--- src/design/assert_macros.svh ---
// ----------------------------------------------------------------------------
// assert_macros.svh
// Assertion shorthands clocked on i_clk and disabled while i_rst_n is low.
// ----------------------------------------------------------------------------
`ifndef ASSERT_MACROS_SVH
`define ASSERT_MACROS_SVH

// same-cycle implication
`define ASSERT_IMPLY(label, ante, cons) \
    label: assert property (@(posedge i_clk) disable iff (!i_rst_n) \
        (ante) |-> (cons)) else $error("assertion failed");

// next-cycle implication
`define ASSERT_NEXT(label, ante, cons) \
    label: assert property (@(posedge i_clk) disable iff (!i_rst_n) \
        (ante) |=> (cons)) else $error("assertion failed");

`endif

--- src/design/hrrnq_pkg.sv ---
// ----------------------------------------------------------------------------
// hrrnq_pkg
// Shared widths, request and status codes, and the job entry layout.
// ----------------------------------------------------------------------------
package hrrnq_pkg;

    localparam int DEPTH_DEF = 16;

    localparam int ID_W   = 16;
    localparam int TIME_W = 32;
    localparam int RUN_W  = 16;
    localparam int STAT_W = 2;
    localparam int OCC_W  = 5;
    localparam int CNT_W  = 16;
    localparam int PROD_W = TIME_W + RUN_W;

    localparam logic REQ_PUSH = 1'b0;
    localparam logic REQ_POP  = 1'b1;

    localparam logic [STAT_W-1:0] STAT_OK       = 2'd0;
    localparam logic [STAT_W-1:0] STAT_EMPTY    = 2'd1;
    localparam logic [STAT_W-1:0] STAT_FULL     = 2'd2;
    localparam logic [STAT_W-1:0] STAT_ZERO_RUN = 2'd3;

    typedef struct packed {
        logic [ID_W-1:0]   id;
        logic [TIME_W-1:0] arrive;
        logic [RUN_W-1:0]  run;
    } t_entry;

endpackage

--- src/design/hrrnq_mul.sv ---
// ----------------------------------------------------------------------------
// hrrnq_mul
// Shared wait-by-run multiplier with a registered product.
// ----------------------------------------------------------------------------
module hrrnq_mul (
    input  logic                          i_clk,
    input  logic                          i_en,
    input  logic [hrrnq_pkg::TIME_W-1:0]  i_a,
    input  logic [hrrnq_pkg::RUN_W-1:0]   i_b,
    output logic [hrrnq_pkg::PROD_W-1:0]  o_prod
);

    localparam int PW = hrrnq_pkg::PROD_W;

    logic [PW-1:0] r_prod;

    always_ff @(posedge i_clk) begin
        if (i_en) begin
            r_prod <= PW'(i_a) * PW'(i_b);
        end
    end

    assign o_prod = r_prod;

endmodule

--- src/design/hrrn_ready_queue_top.sv ---
// ----------------------------------------------------------------------------
// hrrn_ready_queue_top
// Highest-response-ratio-next ready table with one shared ratio multiplier.
// ----------------------------------------------------------------------------
// Push, and pop on an empty table: result strobe in the cycle after start, busy
// stays low. Pop of N held jobs: busy through LOAD, then SUB, M1, M2 and CMP
// for each job, as the single multiplier is used twice per compare, then SHR
// and SHW for each job above the removed one, which is read in SHR and written
// one slot down in SHW, and a final SHR; the result is strobed as busy falls.
// Synchronous active-low reset empties the table and clears the push count.
// ----------------------------------------------------------------------------
`include "assert_macros.svh"

module hrrn_ready_queue_top #(
    parameter int DEPTH = hrrnq_pkg::DEPTH_DEF
) (
    input  logic                          i_clk,
    input  logic                          i_rst_n,
    input  logic                          start,
    output logic                          busy,
    input  logic                          i_req_type,
    input  logic [hrrnq_pkg::TIME_W-1:0]  i_now,
    input  logic [hrrnq_pkg::ID_W-1:0]    i_job_id,
    input  logic [hrrnq_pkg::TIME_W-1:0]  i_arrive_time,
    input  logic [hrrnq_pkg::RUN_W-1:0]   i_run_time,
    output logic                          o_valid,
    output logic [hrrnq_pkg::STAT_W-1:0]  o_status,
    output logic [hrrnq_pkg::ID_W-1:0]    o_out_id,
    output logic [hrrnq_pkg::TIME_W-1:0]  o_out_arrive,
    output logic [hrrnq_pkg::RUN_W-1:0]   o_out_run,
    output logic [hrrnq_pkg::OCC_W-1:0]   o_occupancy,
    output logic [hrrnq_pkg::CNT_W-1:0]   o_pushes_total
);

    localparam int AW  = $clog2(DEPTH);
    localparam int CW  = $clog2(DEPTH + 1);
    localparam int XW  = AW + 1;
    localparam int OW  = hrrnq_pkg::OCC_W;
    localparam int TW  = hrrnq_pkg::TIME_W;
    localparam int RW  = hrrnq_pkg::RUN_W;
    localparam int PW  = hrrnq_pkg::PROD_W;
    localparam int NW  = hrrnq_pkg::CNT_W;

    localparam logic [2:0] ST_IDLE = 3'd0;
    localparam logic [2:0] ST_LOAD = 3'd1;
    localparam logic [2:0] ST_SUB  = 3'd2;
    localparam logic [2:0] ST_M1   = 3'd3;
    localparam logic [2:0] ST_M2   = 3'd4;
    localparam logic [2:0] ST_CMP  = 3'd5;
    localparam logic [2:0] ST_SHR  = 3'd6;
    localparam logic [2:0] ST_SHW  = 3'd7;

    // control
    logic [2:0]    r_state;
    logic [CW-1:0] r_held;
    logic [NW-1:0] r_pushes;
    logic          r_o_valid;

    // scan datapath
    logic [AW-1:0]         r_idx;
    logic [AW-1:0]         r_bi;
    logic                  r_first;
    logic [TW-1:0]         r_now;
    logic [TW-1:0]         r_w;
    logic [TW-1:0]         r_bw;
    logic [RW-1:0]         r_br;
    logic [PW-1:0]         r_p1;
    hrrnq_pkg::t_entry     r_best;
    hrrnq_pkg::t_entry     r_rd;
    hrrnq_pkg::t_entry     r_mem [DEPTH];

    // result fields
    logic [hrrnq_pkg::STAT_W-1:0] r_o_status;
    logic [hrrnq_pkg::ID_W-1:0]   r_o_id;
    logic [TW-1:0]                r_o_arrive;
    logic [RW-1:0]                r_o_run;

    logic              accept;
    logic              is_push;
    logic              full;
    logic              push_ok;
    logic [XW-1:0]     idx_next_x;
    logic              last_entry;
    logic              shift_done;
    logic              take;
    logic [TW-1:0]     wait_cur;
    logic              wr_en;
    logic [AW-1:0]     wr_addr;
    hrrnq_pkg::t_entry wr_data;
    logic              rd_en;
    logic [AW-1:0]     rd_addr;
    logic              mul_en;
    logic [TW-1:0]     mul_a;
    logic [RW-1:0]     mul_b;
    logic [PW-1:0]     prod;

    assign busy       = (r_state != ST_IDLE);
    assign accept     = start && !busy;
    assign is_push    = (i_req_type == hrrnq_pkg::REQ_PUSH);
    assign full       = (XW'(r_held) >= XW'(DEPTH));
    assign push_ok    = (i_run_time != '0) && !full;
    assign idx_next_x = XW'(r_idx) + XW'(1);
    assign last_entry = (idx_next_x == XW'(r_held));
    assign shift_done = (idx_next_x >= XW'(r_held));
    // wait_a * run_b > wait_b * run_a; the first entry seeds the best
    assign take       = r_first || (r_p1 > prod);
    // negative wait counts as zero
    assign wait_cur   = (r_now > r_rd.arrive) ? (r_now - r_rd.arrive) : '0;

    assign mul_en = (r_state == ST_M1) || (r_state == ST_M2);
    assign mul_a  = (r_state == ST_M1) ? r_w  : r_bw;
    assign mul_b  = (r_state == ST_M1) ? r_br : r_rd.run;

    hrrnq_mul u_mul (
        .i_clk  (i_clk),
        .i_en   (mul_en),
        .i_a    (mul_a),
        .i_b    (mul_b),
        .o_prod (prod)
    );

    // slot memory port selection
    always_comb begin
        wr_en   = 1'b0;
        wr_addr = r_idx;
        wr_data = r_rd;
        rd_en   = 1'b0;
        rd_addr = r_idx;
        case (r_state)
            ST_IDLE: begin
                if (accept && is_push && push_ok) begin
                    wr_en   = 1'b1;
                    wr_addr = AW'(r_held);
                    wr_data = '{id: i_job_id, arrive: i_arrive_time, run: i_run_time};
                end
            end
            ST_LOAD: begin
                rd_en = 1'b1;
            end
            ST_CMP: begin
                if (!last_entry) begin
                    rd_en   = 1'b1;
                    rd_addr = AW'(idx_next_x);
                end
            end
            ST_SHR: begin
                if (!shift_done) begin
                    rd_en   = 1'b1;
                    rd_addr = AW'(idx_next_x);
                end
            end
            ST_SHW: begin
                wr_en = 1'b1;
            end
            default: begin
                rd_en = 1'b0;
            end
        endcase
    end

    always_ff @(posedge i_clk) begin
        if (wr_en) begin
            r_mem[wr_addr] <= wr_data;
        end
        if (rd_en) begin
            r_rd <= r_mem[rd_addr];
        end
    end

    // sequencer
    always_ff @(posedge i_clk) begin
        if (!i_rst_n) begin
            r_state   <= ST_IDLE;
            r_held    <= '0;
            r_pushes  <= '0;
            r_o_valid <= 1'b0;
        end else begin
            r_o_valid <= 1'b0;
            case (r_state)
                ST_IDLE: begin
                    if (accept) begin
                        if (is_push) begin
                            r_o_valid <= 1'b1;
                            if (push_ok) begin
                                r_held   <= r_held + CW'(1);
                                r_pushes <= r_pushes + NW'(1);
                            end
                        end else if (r_held == '0) begin
                            r_o_valid <= 1'b1;
                        end else begin
                            r_state <= ST_LOAD;
                        end
                    end
                end
                ST_LOAD: r_state <= ST_SUB;
                ST_SUB:  r_state <= ST_M1;
                ST_M1:   r_state <= ST_M2;
                ST_M2:   r_state <= ST_CMP;
                ST_CMP: begin
                    r_state <= last_entry ? ST_SHR : ST_SUB;
                end
                ST_SHR: begin
                    if (shift_done) begin
                        r_held    <= r_held - CW'(1);
                        r_o_valid <= 1'b1;
                        r_state   <= ST_IDLE;
                    end else begin
                        r_state <= ST_SHW;
                    end
                end
                ST_SHW:  r_state <= ST_SHR;
                default: r_state <= ST_IDLE;
            endcase
        end
    end

    // scan and result datapath
    always_ff @(posedge i_clk) begin
        case (r_state)
            ST_IDLE: begin
                if (accept) begin
                    r_now      <= i_now;
                    r_idx      <= '0;
                    r_first    <= 1'b1;
                    r_o_id     <= '0;
                    r_o_arrive <= '0;
                    r_o_run    <= '0;
                    if (is_push) begin
                        if (i_run_time == '0) begin
                            r_o_status <= hrrnq_pkg::STAT_ZERO_RUN;
                        end else if (full) begin
                            r_o_status <= hrrnq_pkg::STAT_FULL;
                        end else begin
                            r_o_status <= hrrnq_pkg::STAT_OK;
                        end
                    end else begin
                        r_o_status <= hrrnq_pkg::STAT_EMPTY;
                    end
                end
            end
            ST_SUB: begin
                r_w <= wait_cur;
            end
            ST_M2: begin
                r_p1 <= prod;
            end
            ST_CMP: begin
                r_first <= 1'b0;
                if (take) begin
                    r_bi   <= r_idx;
                    r_bw   <= r_w;
                    r_br   <= r_rd.run;
                    r_best <= r_rd;
                end
                // on the last job, start closing the gap at the winner
                if (last_entry) begin
                    r_idx <= take ? r_idx : r_bi;
                end else begin
                    r_idx <= AW'(idx_next_x);
                end
            end
            ST_SHR: begin
                if (shift_done) begin
                    r_o_status <= hrrnq_pkg::STAT_OK;
                    r_o_id     <= r_best.id;
                    r_o_arrive <= r_best.arrive;
                    r_o_run    <= r_best.run;
                end
            end
            ST_SHW: begin
                r_idx <= AW'(idx_next_x);
            end
            default: begin
                r_first <= r_first;
            end
        endcase
    end

    assign o_valid        = r_o_valid;
    assign o_status       = r_o_status;
    assign o_out_id       = r_o_id;
    assign o_out_arrive   = r_o_arrive;
    assign o_out_run      = r_o_run;
    assign o_occupancy    = OW'(r_held);
    assign o_pushes_total = r_pushes;

    `ASSERT_IMPLY(a_held_max, 1'b1, XW'(r_held) <= XW'(DEPTH))
    `ASSERT_NEXT(a_push_strobe, accept && is_push, o_valid && !busy)
    `ASSERT_IMPLY(a_scan_range, r_state == ST_CMP, XW'(r_idx) < XW'(r_held))
    `ASSERT_IMPLY(a_no_strobe_busy, busy, !o_valid || (r_state == ST_LOAD))

endmodule
--- config.mk ---
export PLATFORM = sky130hd
export DESIGN_NAME = hrrn_ready_queue_top
export DESIGN_NICKNAME = d
export VERILOG_FILES = /design/src/design/hrrnq_pkg.sv /design/src/design/hrrnq_mul.sv /design/src/design/hrrn_ready_queue_top.sv
export VERILOG_INCLUDE_DIRS = /design/src /design/src/design
export SDC_FILE = /design/constraint.sdc
export NUM_CORES = 2
export LEC_CHECK = 0
export ABC_AREA = 1
export BUFFER_PORTS_ARGS = -buffer_cell sky130_fd_sc_hd__buf_4
export CAP_MARGIN = 20
export CORE_MARGIN = 4
export CORE_UTILIZATION = 46
export DETAILED_ROUTE_END_ITERATION = 12
export GPL_ROUTABILITY_DRIVEN = 1
export HOLD_SLACK_MARGIN = 0.06
export PLACE_DENSITY_LB_ADDON = 0.05
export SYNTH_ARGS = -nofsm -noshare
export SYNTH_HDL_FRONTEND = slang
export SYNTH_HIERARCHICAL = 1
export SYNTH_SLANG_ARGS = --single-unit
--- constraint.sdc ---
create_clock -name i_clk -period 6.1 [get_ports i_clk]
set_input_delay 0.915 -clock i_clk [delete_from_list [all_inputs] [get_ports i_clk]]
set_output_delay 0.915 -clock i_clk [all_outputs]
set_load 0.01 [all_outputs]
# After elaboration in Yosys (flattened, before gate mapping)

Memories as Yosys holds them, arrays and structs flattened. A register that Yosys moved wholly into a read port is not among the register bits.
Cells that the tools add are included.

Register bits: 356
Bits in writable memories: 1024
Output and inout port bits: 89
Word-level logic and storage cells: 121
Memories kept: 1

Add/subtract/negate cells: 5
Multipliers: 1
Magnitude comparators: 4
Equality and inequality tests: 14
Multiplexer cells: 52
Bitwise gates (word level): 1
Reduce and logical (&&, ||, !) cells: 24

Memory list:

| name  | depth | width | read ports | clocked after memory_dff | wr ports | line                       | text |
|---|---|---|---|---|---|---|---|
| r_mem | 16    | 64    | 1          | 1                        | 1        | hrrn_ready_queue_top.sv:70 | `hrrnq_pkg::t_entry r_mem [DEPTH];` |

Operators by type and width:

| operator              | number |
|---|---|
| $mux 64               | 2 |
| $mux 32               | 3 |
| $mux 16               | 4 |
| $pmux 16 s2           | 2 |
| $pmux 32 s2           | 1 |
| $gt 48x48->1          | 1 |
| $mul 32x16->48        | 1 |
| $gt 32x32->1          | 1 |
| $sub 32x32->32        | 1 |
| $mux 4                | 7 |
| $pmux 3 s8            | 1 |
| $mux 5                | 4 |
| $add 16x1->16 const B | 1 |
| $logic_not 16->1      | 1 |
| $reduce_bool 16->1    | 1 |
| $mux 3                | 5 |
| $eq 3x3->1 const B    | 4 |
| $ne 2x2->1 const B    | 6 |
| $pmux 4 s3            | 1 |
| $mux 1                | 10 |
| $mux 2                | 5 |
| $pmux 5 s2            | 1 |
| $pmux 4 s2            | 1 |
| $reduce_and 2->1      | 4 |
| 22 further kinds      | 33 |

# Longest topological paths before layout

Depth after elaboration: 9
Depth in mapped cells: 32
Depth with buffers taken out: 29

# Cells and area by module

Netlist, hierarchy kept.

Modules (own cells, without submodules):

| module               | instances | cells an instance | area an instance (um^2) |
|---|---|---|---|
| hrrn_ready_queue_top | 1         | 5671              | 62279.7 |
| hrrnq_mul            | 1         | 2576              | 19321.0 |

# Worst setup path after synthesis

No wires, ideal clock.

Kind: reg-to-reg
Start point: reg r_state[2]
End point: reg u_mul.r_prod[46] (netlist: u_mul/o_prod[46]), data pin
Setup time: 0.253 ns
Data arrival time: 6.235 ns
Path slack: -0.387 ns
Stages on the path, launching flop included: 30
Path buffers: 4
Clock period less this slack: 6.487 ns
Cell sequence: dfxtp_1 inv_2 nand3_1 clkbuf_1 clkbuf_1 mux2_2 clkbuf_1 clkbuf_1 nand2_1 fa_1 inv_1 fa_1 inv_1 fa_1 inv_1 fa_1 fa_1 inv_1 fa_1 inv_1 ha_1 nand2_1 inv_1 nand2_1 nor2_2 nand2_1 nor2_1 nand2_1 nand4_1 nand2_1

Cells in the longest elaborated chain, start to end: 3
Elaborated cells between the ends (all ways): 4
Those cells by class: mul: 1; eq/ne: 1; mux: 2

Ends and longest elaborated chain:

| what                   | line                        | text |
|---|---|---|
| start, declared        | hrrn_ready_queue_top.sv:54  | `logic [2:0] r_state;` |
| start signal, assigned | hrrn_ready_queue_top.sv:200 | `r_state <= last_entry ? ST_SHR : ST_SUB;` |
| $eq 3x2->1             | hrrn_ready_queue_top.sv:111 | `assign mul_a = (r_state == ST_M1) ? r_w : r_bw;` |
| $mux 32                | hrrn_ready_queue_top.sv:111 |  |
| named net mul_a[29]    | hrrn_ready_queue_top.sv:93  | `logic [TW-1:0] mul_a;` |
| $mul 32x16->48         | hrrnq_mul.sv:19             | `r_prod <= PW'(i_a) * PW'(i_b);` |
| end signal, assigned   | hrrnq_mul.sv:19             |  |
| end, declared          | hrrnq_mul.sv:15             | `logic [PW-1:0] r_prod;` |

The timed path passes the listed nets, and every way through them passes these cells.
A chain may end at the register's enable or synchronous reset.

# Final worst setup path

Start point: reg r_state[2]
End point: reg u_mul.r_prod[27] (netlist: u_mul/o_prod[27]), data pin

Cells in the longest elaborated chain, start to end: 3
Elaborated cells between the ends (all ways): 4
Those cells by class: mul: 1; eq/ne: 1; mux: 2

Ends and longest elaborated chain:

| what               | line                        | text |
|---|---|---|
| $eq 3x2->1         | hrrn_ready_queue_top.sv:112 | `assign mul_b = (r_state == ST_M1) ? r_br : r_rd.run;` |
| $mux 16            | hrrn_ready_queue_top.sv:112 |  |
| named net mul_b[3] | hrrn_ready_queue_top.sv:94  | `logic [RW-1:0] mul_b;` |
| $mul 32x16->48     | hrrnq_mul.sv:19             |  |

The timed path passes the listed nets, and every way through them passes these cells.

==> run metrics <==
Slew Viols, Final=0; root buffer cell=clkbuf_16; GPL Wtd Cong=0.9139; ys async rst share=0; post-placement cell area=0.08815 mm^2; top cells by count, synth=1823 x nand2_1, 1795 x inv_1, 1419 x edfxtp_1; Worst Setup Start Kind=flip-flop; # port buffers=188; Rows=154; Post-Synthesis Cells=8247; Bufs on Longest Clock Path=3; Seq cells post-synth=1444; clk sinks=1444; RSZ-0062 raised after global routing=true; most common flop cell mapped by yosys=edfxtp_1; period utilisation layout=1.026; Filler Cells Inserted=15697; Placeable Area=0.1763 mm^2; number of global-route vias before repair=57819; reg2reg setup slack=-160 ps; Worst Skew=62.95 ps; R2R cell count=26; total iterations of the first detailed-routing run=6; Post-Syn Nets=8977; WHS=294.0 ps; Setup crit start=r_state[2]; Slew @ Worst Pin=1147 ps; Max Cap Viol=0; total gr overflow=0; final instance area=0.09576 mm^2; layout cells sized above 1=0.1516; Post-Syn Area per Cell=9.895 um^2; Iteration-0 DRC Markers=4662; f_max=0.1598 GHz; share of the synthesized area in the top cell type=0.5222; CP endpoint kind=flip-flop; final hold vios=0; antenna violations before repair=4; Worst EP required=6620 ps; full die area=0.1842 mm^2; yosys warns=6; CTS Buf Count=159; Seq/Total Area, Yosys=0.5283; critical path peak fanout=9; Final ANT Viol Nets=0; Synth cell types=43; Final HPWL DP=156600 um; IO Pins=189; detailed-route wire length=246200 um; status=finished, violations left; setup violators final=24; met2 Usage GRT=0.4589; area leader, netlist=edfxtp_1; global routing usage on met3=0.02940; largest net degree at the start of global routing=166; count leader, synth=nand2_1; die width=429.2 um; Residual DRC=0; H-tree Lvls=4; Initial Util=0.4628; number of synthesized flops with an enable pin=1419; first-pass GRT wire length=368800 um; Netlist Area Pre-Place=0.08160 mm^2; M1 GR Usage=0.3472; total track usage=0.2646; routed vias=57544; area delta synth->final=17.35%; Setup crit end=u_mul/o_prod[27]; nets@finish=9378; Hold/Removal Path Class=input pin to flip-flop; GRT busiest layer=met2; failing checks=setup timing; kind of critical path=flip-flop to flip-flop; Tmin final=6260 ps; WL/cell=22.16 um; r2r startpoint=r_state[2]; reg2reg end=u_mul/o_prod[27]; WP data arrival=6780 ps; DR vias/cell=5.179; CTS tree=done; clock-pin slew on the worst setup and hold paths=60 ps; Clock Latency Late Sink=810 ps; synth top area cells=edfxtp_1 52%, fa_1 10%, nand2_1 8.4%; final worst slack=-159.7 ps; Die H=429.2 um; Rel. slew slack=0.2303
layout make-up:
cell class / count / area, um^2 / area share
antenna: 3 / 7.507 / 0.00007840
sequential: 1444 / 43110 / 0.4502
timing repair buffer: 647 / 6162 / 0.06435
inverter: 1806 / 6798 / 0.07099
tap: 2340 / 2928 / 0.03058
multi-input combinational: 4590 / 31810 / 0.3322
clock inverter: 83 / 773.2 / 0.008075
clock buffer: 198 / 4168 / 0.04352
cell families after synthesis:
group	share of synthesized area
flops	0.5283
fa+ha+maj	0.1352
compound gates	0.01826
mux	0.004416
buf+inv	0.1054
xor+xnor	0.005689
simple gates	0.2026
routing by layer:
layer / part of all wire / up-vias
met5: 0 / -
met4: 0.036 / 0
met3: 0.045 / 368
met2: 0.50 / 1524
met1: 0.42 / 28586
li1: - / 27066
flip-flops by register name, indices dropped and copies added, names as in the netlist, 2 cells and up:
name	flops
r_mem	1024
r_best	64
r_rd	64
r_p1	48
u_mul/o_prod	48
o_out_arrive	32
r_bw	32
r_now	32
r_w	32
o_out_id	16
o_out_run	16
o_pushes_total	16
o_occupancy	5
r_bi	4
r_idx	4
r_state	3
o_status	2
per-stage QoR:
step	utilization	cells	setup TNS, ps	setup slack [ps]
2_1_floorplan	-	8247	0	2.195
3_3_place_gp	0.4998	10734	-6047	-406.5
3_5_place_dp	0.5000	10737	-6988	-340.2
4_1_cts	0.5372	11061	-1935	-154.6
5_1_grt	0.5431	11109	-10360	-437.2
6_report	0.5431	11111	-1681	-159.7
critical path, cell delays in order, from the launching register on:
cell and delay (ps):
dfxtp_2 320, inv_2 70, nand3_4 150, buf_12 200, buf_8 150, o21ai_4 170, buf_12 140, buf_4 110
nand2_1 80, fa_1 510, fa_1 550, fa_1 570, inv_2 40, fa_1 510, fa_1 530, inv_2 40
fa_1 520, inv_2 50, ha_4 240, nand2_4 90, buf_6 100, nor2_4 40, buf_4 140, a21oi_4 180
nand3_4 150, buf_4 170, xor2_1 150
how the worst min path moves through the flow:
stage	from	endpoint	slack [ps]	cells after the start
4_1_cts	i_now[14]	r_now[14]	230	1
3_3_place_gp	u_mul/o_prod[10]	r_p1[10]	430	0
5_1_grt	i_now[11]	r_now[11]	250	1
6_report	i_now[16]	r_now[16]	290	1
3_5_place_dp	r_rd[51]	r_best[51]	430	0
2_1_floorplan	r_w[0]	r_bw[0]	420	0
what timing repair did:
action / 4_1_cts / 5_1_grt
pin swaps: 97 / 88
setup buffers: 40 / 34
gates resized for setup: 275 / 183
gates cloned: 4 / 4
hold buffers: 0 / 0
setup endpoints to repair: 35 / 38
cell usage in the layout, fill, tap and decap left out, types with 36 or more instances in the layout:
cell type,synthesis,layout
clkinv_1,0,38
nor2_1,222,180
nand2_4,2,36
clkbuf_1,184,37
o21ai_0,114,65
nand2_1,1823,1708
ha_1,210,179
fa_1,420,388
inv_2,11,67
edfxtp_1,1419,1419
nand2_2,29,107
clkbuf_16,0,165
buf_12,0,83
buf_4,20,521
inv_1,1795,1732
a21oi_1,118,99
nand3b_1,322,322
nor2_4,10,47
nand3_1,1099,1087
Power is not shown: default switching activity piles up to over one toggle a cycle in this logic, so the estimate is an artifact.
